===== config.mk =====
export PLATFORM = sky130hd
export DESIGN_NAME = bspline_to_bezier_converter
export DESIGN_NICKNAME = d
export VERILOG_FILES = /design/src/bzc_pkg.sv /design/src/bzc_history.sv /design/src/bzc_coord.sv /design/src/bspline_to_bezier_converter.sv
export SDC_FILE = /design/constraint.sdc
export NUM_CORES = 2
export LEC_CHECK = 0
export ABC_AREA = 1
export BUFFER_PORTS_ARGS = -buffer_cell sky130_fd_sc_hd__buf_2
export CAP_MARGIN = 10
export CELL_PAD_IN_SITES_DETAIL_PLACEMENT = 1
export CELL_PAD_IN_SITES_GLOBAL_PLACEMENT = 1
export CORE_MARGIN = 3
export CORE_UTILIZATION = 54
export CTS_CLUSTER_SIZE = 10
export DETAILED_ROUTE_END_ITERATION = 8
export PLACE_DENSITY = 0.93
export SLEW_MARGIN = 10
export SYNTH_ARGS = -nofsm -noshare
export SYNTH_HDL_FRONTEND = slang
export SYNTH_SLANG_ARGS = --single-unit

===== constraint.sdc =====
create_clock -name clk -period 30.4 [get_ports clk]
set_input_delay 3.04 -clock clk [delete_from_list [all_inputs] [get_ports clk]]
set_output_delay 3.04 -clock clk [all_outputs]
set_load 0.01 [all_outputs]

===== src/bzc_pkg.sv =====
package bzc_pkg;

  typedef logic signed [31:0] coord_t;

  typedef struct packed {
    coord_t x;
    coord_t y;
    coord_t z;
  } point_t;

  // which of the up to three control points is being produced
  typedef enum logic [1:0] {
    PH_THIRD_A  = 2'd0,
    PH_THIRD_B  = 2'd1,
    PH_JUNCTION = 2'd2
  } phase_t;

  // one point's worth of work handed from the history to the result side
  typedef struct packed {
    point_t a;
    point_t b;
    point_t c;
    phase_t first_phase;
  } job_t;

  // 3 * 2^33 lifts any 34-bit signed value into the non-negative range
  localparam logic [34:0] DIV3_OFFSET = 35'h6_0000_0000;
  // (2^18 - 1) / 3
  localparam logic [16:0] DIV3_HIGH_WEIGHT = 17'd87381;
  // ceil(2^20 / 3), exact for operands below 2^19
  localparam logic [18:0] DIV3_RECIP = 19'd349526;

  // floor(s / 3) for a 34-bit signed operand, low 32 bits of the quotient
  function automatic logic [31:0] div3_floor(input logic signed [33:0] s);
    logic [34:0] y;
    logic [16:0] yh;
    logic [17:0] yl;
    logic [18:0] t;
    logic [37:0] tq;
    logic [33:0] hq;
    y  = 35'(s) + DIV3_OFFSET;
    yh = y[34:18];
    yl = y[17:0];
    // 2^18 = 1 mod 3, so y = yh * (2^18 - 1) + (yh + yl)
    t  = 19'(yh) + 19'(yl);
    tq = 38'(t) * 38'(DIV3_RECIP);
    hq = 34'(yh) * 34'(DIV3_HIGH_WEIGHT);
    // the offset removed again is a multiple of 2^32 once divided by 3
    return hq[31:0] + 32'(tq[37:20]);
  endfunction

endpackage


===== src/bzc_history.sv =====
module bzc_history import bzc_pkg::*; (
  input  logic   clk,
  input  logic   rst,
  input  logic   accept,
  input  point_t point,
  input  logic   curve_start,
  output logic   has_results,
  output job_t   job
);

  point_t     a;
  point_t     b;
  logic [1:0] points_seen;
  logic [1:0] seen_eff;
  logic [1:0] points_seen_next;

  assign seen_eff = curve_start ? 2'd0 : points_seen;
  assign has_results = (seen_eff >= 2'd2);
  assign points_seen_next = (seen_eff == 2'd3) ? 2'd3 : seen_eff + 2'd1;

  always_comb begin
    job.a = a;
    job.b = b;
    job.c = point;
    job.first_phase = (seen_eff == 2'd3) ? PH_THIRD_A : PH_JUNCTION;
  end

  always_ff @(posedge clk) begin
    if (rst) begin
      a           <= '0;
      b           <= '0;
      points_seen <= 2'd0;
    end else if (accept) begin
      a           <= b;
      b           <= point;
      points_seen <= points_seen_next;
    end
  end

endmodule


===== src/bzc_coord.sv =====
module bzc_coord import bzc_pkg::*; (
  input  coord_t a,
  input  coord_t b,
  input  coord_t c,
  input  phase_t phase,
  output coord_t res
);

  logic signed [33:0] two_a_b;
  logic signed [33:0] a_two_b;
  logic signed [34:0] junction_sum;
  logic signed [33:0] junction_half;
  logic signed [33:0] dividend;

  assign two_a_b = (34'(a) <<< 1) + 34'(b);
  assign a_two_b = 34'(a) + (34'(b) <<< 1);
  assign junction_sum = 35'(a) + (35'(b) <<< 2) + 35'(c);
  // floor halving, then floor third, gives floor of a sixth
  assign junction_half = junction_sum[34:1];

  always_comb begin
    unique case (phase)
      PH_THIRD_A:  dividend = two_a_b;
      PH_THIRD_B:  dividend = a_two_b;
      PH_JUNCTION: dividend = junction_half;
      default:     dividend = junction_half;
    endcase
  end

  assign res = coord_t'(div3_floor(dividend));

endmodule


===== src/bspline_to_bezier_converter.sv =====
// uniform cubic b-spline to bezier converter: takes de boor points (signed q16.16 x, y, z)
// and emits bezier control points. the first two points of a curve give nothing, the third
// gives the junction (a + 4b + c) / 6, and every later point gives (2a + b) / 3, (a + 2b) / 3
// and then the junction, all floored; last_in_run marks the final result of each point.
// curve_start clears the point count before the point is taken. a point that produces results
// occupies the block until its last result is loaded into the result register, and a point
// producing nothing is absorbed without touching the result side; the single result register
// delivers one control point per cycle while no waiting result is held by out_stall. the next
// point is taken in the same cycle as the last result of the previous one is registered, and
// a result waiting in the output register holds the result logic only while out_stall is high.
module bspline_to_bezier_converter import bzc_pkg::*; (
  input  logic          clk,
  input  logic          rst,
  input  logic          in_valid,
  output logic          in_stall,
  input  logic signed [31:0] point_x,
  input  logic signed [31:0] point_y,
  input  logic signed [31:0] point_z,
  input  logic          curve_start,
  output logic          out_valid,
  input  logic          out_stall,
  output logic signed [31:0] bez_x,
  output logic signed [31:0] bez_y,
  output logic signed [31:0] bez_z,
  output logic          last_in_run
);

  // input side
  logic   in_accept;
  point_t in_point;
  logic   has_results;
  job_t   new_job;

  // job register: the three points behind the results being produced
  logic   job_valid;
  logic   job_valid_next;
  job_t   job;
  phase_t phase;
  phase_t phase_next;

  // result side
  logic   out_load;
  logic   job_done;
  coord_t res_x;
  coord_t res_y;
  coord_t res_z;
  logic   out_valid_next;

  assign in_point = '{x: point_x, y: point_y, z: point_z};

  // the result register can take a new control point when empty or being drained
  assign out_load  = job_valid && (!out_valid || !out_stall);
  assign job_done  = out_load && (phase == PH_JUNCTION);
  assign in_stall  = job_valid && !job_done;
  assign in_accept = in_valid && !in_stall;

  bzc_history u_history (
    .clk         (clk),
    .rst         (rst),
    .accept      (in_accept),
    .point       (in_point),
    .curve_start (curve_start),
    .has_results (has_results),
    .job         (new_job)
  );

  // job control: a transaction with results loads a job, the junction result retires it
  always_comb begin
    priority if (in_accept && has_results) begin
      job_valid_next = 1'b1;
    end else if (job_done) begin
      job_valid_next = 1'b0;
    end else begin
      job_valid_next = job_valid;
    end
  end

  always_comb begin
    priority if (in_accept) begin
      phase_next = new_job.first_phase;
    end else if (out_load) begin
      unique case (phase)
        PH_THIRD_A:  phase_next = PH_THIRD_B;
        PH_THIRD_B:  phase_next = PH_JUNCTION;
        PH_JUNCTION: phase_next = PH_JUNCTION;
        default:     phase_next = PH_JUNCTION;
      endcase
    end else begin
      phase_next = phase;
    end
  end

  always_ff @(posedge clk) begin
    if (rst) begin
      job_valid <= 1'b0;
      phase     <= PH_JUNCTION;
    end else begin
      job_valid <= job_valid_next;
      phase     <= phase_next;
    end
  end

  // job payload needs no reset
  always_ff @(posedge clk) begin
    if (in_accept && has_results) begin
      job <= new_job;
    end
  end

  // one weighting and floor-divide unit per coordinate
  bzc_coord u_coord_x (
    .a     (job.a.x),
    .b     (job.b.x),
    .c     (job.c.x),
    .phase (phase),
    .res   (res_x)
  );

  bzc_coord u_coord_y (
    .a     (job.a.y),
    .b     (job.b.y),
    .c     (job.c.y),
    .phase (phase),
    .res   (res_y)
  );

  bzc_coord u_coord_z (
    .a     (job.a.z),
    .b     (job.b.z),
    .c     (job.c.z),
    .phase (phase),
    .res   (res_z)
  );

  // output register
  always_comb begin
    priority if (out_load) begin
      out_valid_next = 1'b1;
    end else if (!out_stall) begin
      out_valid_next = 1'b0;
    end else begin
      out_valid_next = out_valid;
    end
  end

  always_ff @(posedge clk) begin
    if (rst) begin
      out_valid <= 1'b0;
    end else begin
      out_valid <= out_valid_next;
    end
  end

  always_ff @(posedge clk) begin
    if (out_load) begin
      bez_x       <= res_x;
      bez_y       <= res_y;
      bez_z       <= res_z;
      last_in_run <= (phase == PH_JUNCTION);
    end
  end

endmodule

==> flow_metrics.py <==
metrics = {
    "critical_path": {
        "critical_path_required_ps": 30850,
        "slowest_stage": "nand3_1",
        "arrival_ps": 15390,
        "slowest_delay_ps": 640,
        "cp_max_fo": 7,
        "end_kind": "flop",
        "start_kind": "flop",
        "cp_num_buf_inv": 10,
        "worstSetupPathType": "reg2reg",
        "cp_top_family": "adder cells",
        "crit_top_cell": "nand2_1",
    },
    "timing": {
        "tightest_slew_ps": 1365,
        "final-max-slew-violation-count": 0,
        "slew_headroom_pct": 9.021,
        "fin_skew_ps": 58.24,
        "fin_crit_sh_pct": 49.17,
        "setup_viol": 0,
        "hold_viol": 0,
        "rsz0062_at_grt": "false",
        "fin_ws_ps": 15450,
        "timing.fmax_mhz": 66.90,
        "worst_hold_slack_ps": 409.4,
        "setup_tns_ps": 0,
        "period_needed_ps": 14950,
    },
    "job": {
        "cap_violations": 0,
    },
    "route": {
        "num_vias": 72790,
        "first_pass_iters": 6,
        "ant_nets": 0,
        "drc": 0,
        "initialDrtViolationCount": 5773,
        "wl_um": 307800,
        "viasPerCell": 5.973,
        "post_drt_wl_per_cell_um": 25.25,
    },
    "clocking": {
        "cts_buffer_depth": 3,
        "clk_pin_slew_worst_paths_ps": 70,
        "postCtsHoldBufs": 0,
        "cts_made_buffers": 78,
        "cts_sinks": 583,
        "cts_tree": "yes",
        "post_cts_buffers": 0,
        "post_cts_resized": 0,
        "clk_latency_ps": 720,
        "root_buffer": "clkbuf_16",
        "cts_max_level": 3,
    },
    "synth": {
        "async_flop_share_pct": 0,
        "yosysUniqueCellTypes": 65,
        "avgSynthCellArea_um2": 7.991,
        "ys_ff_latch": 583,
        "synth-edff-count": 385,
        "syn_nets": 12095,
        "netlist_instances": 9985,
        "ys.flop_type": "edfxtp_1",
        "syn_area_um2": 79790,
        "seq_area_frac_synth_pct": 19.46,
        "ys_warn_count": 0,
    },
    "place": {
        "hpwl_um": 257300,
        "pre_cts_ws_ps": 15740,
        "gp_congestion": 1.028,
        "port_buffers": 199,
    },
    "finish": {
        "drive_gt1_share_pct": 4.589,
        "syn2layout_area_growth_pct": 7.308,
        "nets": 12311,
        "utilization_pct": 58.54,
        "multi_input_area_um2": 56070,
        "fill_cells": 18081,
        "seq_area_um2": 15530,
        "final_common_cell": "inv_1",
        "layout_common_cells": "2060 x inv_1, 1504 x nand2_1, 1242 x ha_1",
    },
    "floorplan": {
        "std_cell_rows": 140,
        "start_util_pct": 54.55,
        "io_pins": 200,
        "die_area_um2": 152400,
        "die_h_um": 390.4,
        "die_x_um": 390.4,
        "core_area_um2": 146300,
    },
    "global_routing": {
        "antenna_found_initial": 14,
        "grt_pass1_vias": 80533,
        "grt_pass1_wl_um": 470000,
        "grt_overflow": 0,
        "track_usage_pct": 40.14,
        "grt_max_degree": 197,
    },
    "worst_hold_path": {
        "hold_class": "reg2reg",
    },
    "status": {
        "status": "finished clean",
    },
}
worst reg2reg max path, delay by kind of cell, from the launching register on:
| kind | cells | cell delay (ps) |
|---|---|---|
| xor+xnor | 3 | 630 |
| compound gates | 11 | 2590 |
| simple gates | 16 | 2560 |
| buf+inv | 10 | 790 |
| fa+ha+maj | 17 | 7650 |
| flops | 1 | 490 |
flip-flops by register name (all words and copies together) (netlist names):
name / cells
bez_x: 32
last_in_run: 1
phase: 2
bez_y: 32
out_valid: 1
u_history.points_seen: 2
bez_z: 32
u_history.job: 192
job: 288
job_valid: 1
synthesized netlist by cell type, drive strengths merged (73+ instances only):
cell | number | area [um^2]
dfxtp | 198 | 3964
xor2 | 152 | 1339
nand2 | 1538 | 5883
fa | 767 | 15350
edfxtp | 385 | 11560
inv | 2073 | 7781
nand3 | 453 | 2340
a21oi | 699 | 3536
xnor2 | 90 | 795.8
nor3 | 103 | 540.5
ha | 1242 | 15540
nand4 | 73 | 471.7
o21ai | 595 | 3015
nor2 | 1110 | 4229
cells by family after synthesis:
logic type | synth area share, %
AO/OA/AOI/OAI | 11.08
adder cells (fa/ha/maj) | 38.72
flip-flops | 19.46
buffers and inverters | 10.29
XOR/XNOR | 2.704
AND/OR/NAND/NOR | 17.74
path summary, 6_finish.rpt:
check,slack (ps),depth (start not counted),to,from
worst min register to register,410,0,job[264],u_history.job[264]
worst min-delay path,410,0,job[264],u_history.job[264]
worst max register to register,15450,57,bez_y[30],job[133]
worst max-delay path,15450,57,bez_y[30],job[133]
stage by stage:
| step | instances | area [um^2] |
|---|---|---|
| 2_1_floorplan | 9985 | 79790 |
| 3_3_place_gp | 12038 | 83070 |
| 3_5_place_dp | 12038 | 83070 |
| 4_1_cts | 12181 | 85600 |
| 5_1_grt | 12184 | 85610 |
| 6_report | 12187 | 85620 |
cell type report:
class | instances | area share [%]
Multi-Input combinational cell | 7231 | 65.49
Sequential cell | 583 | 18.14
Inverter | 2073 | 9.100
Tap cell | 1917 | 2.801
Clock buffer | 117 | 2.557
Timing Repair Buffer | 234 | 1.499
Clock inverter | 26 | 0.3990
Antenna cell | 6 | 0.01754
per-layer routing:
metal  share of wire, %  routed length, um  track usage [%]  vias up
met2                 48             146800            68.53     2926
li1                   -                  -                -    32721
met5              0.033                101                0        -
met3                6.6              20370            5.978      982
met4                6.7              20490            23.29       14
met1                 39             120000            48.21    36147
Power is left out: the tool's default activity adds up to more than one toggle a clock period on the data nets, which glitch-free logic cannot reach.
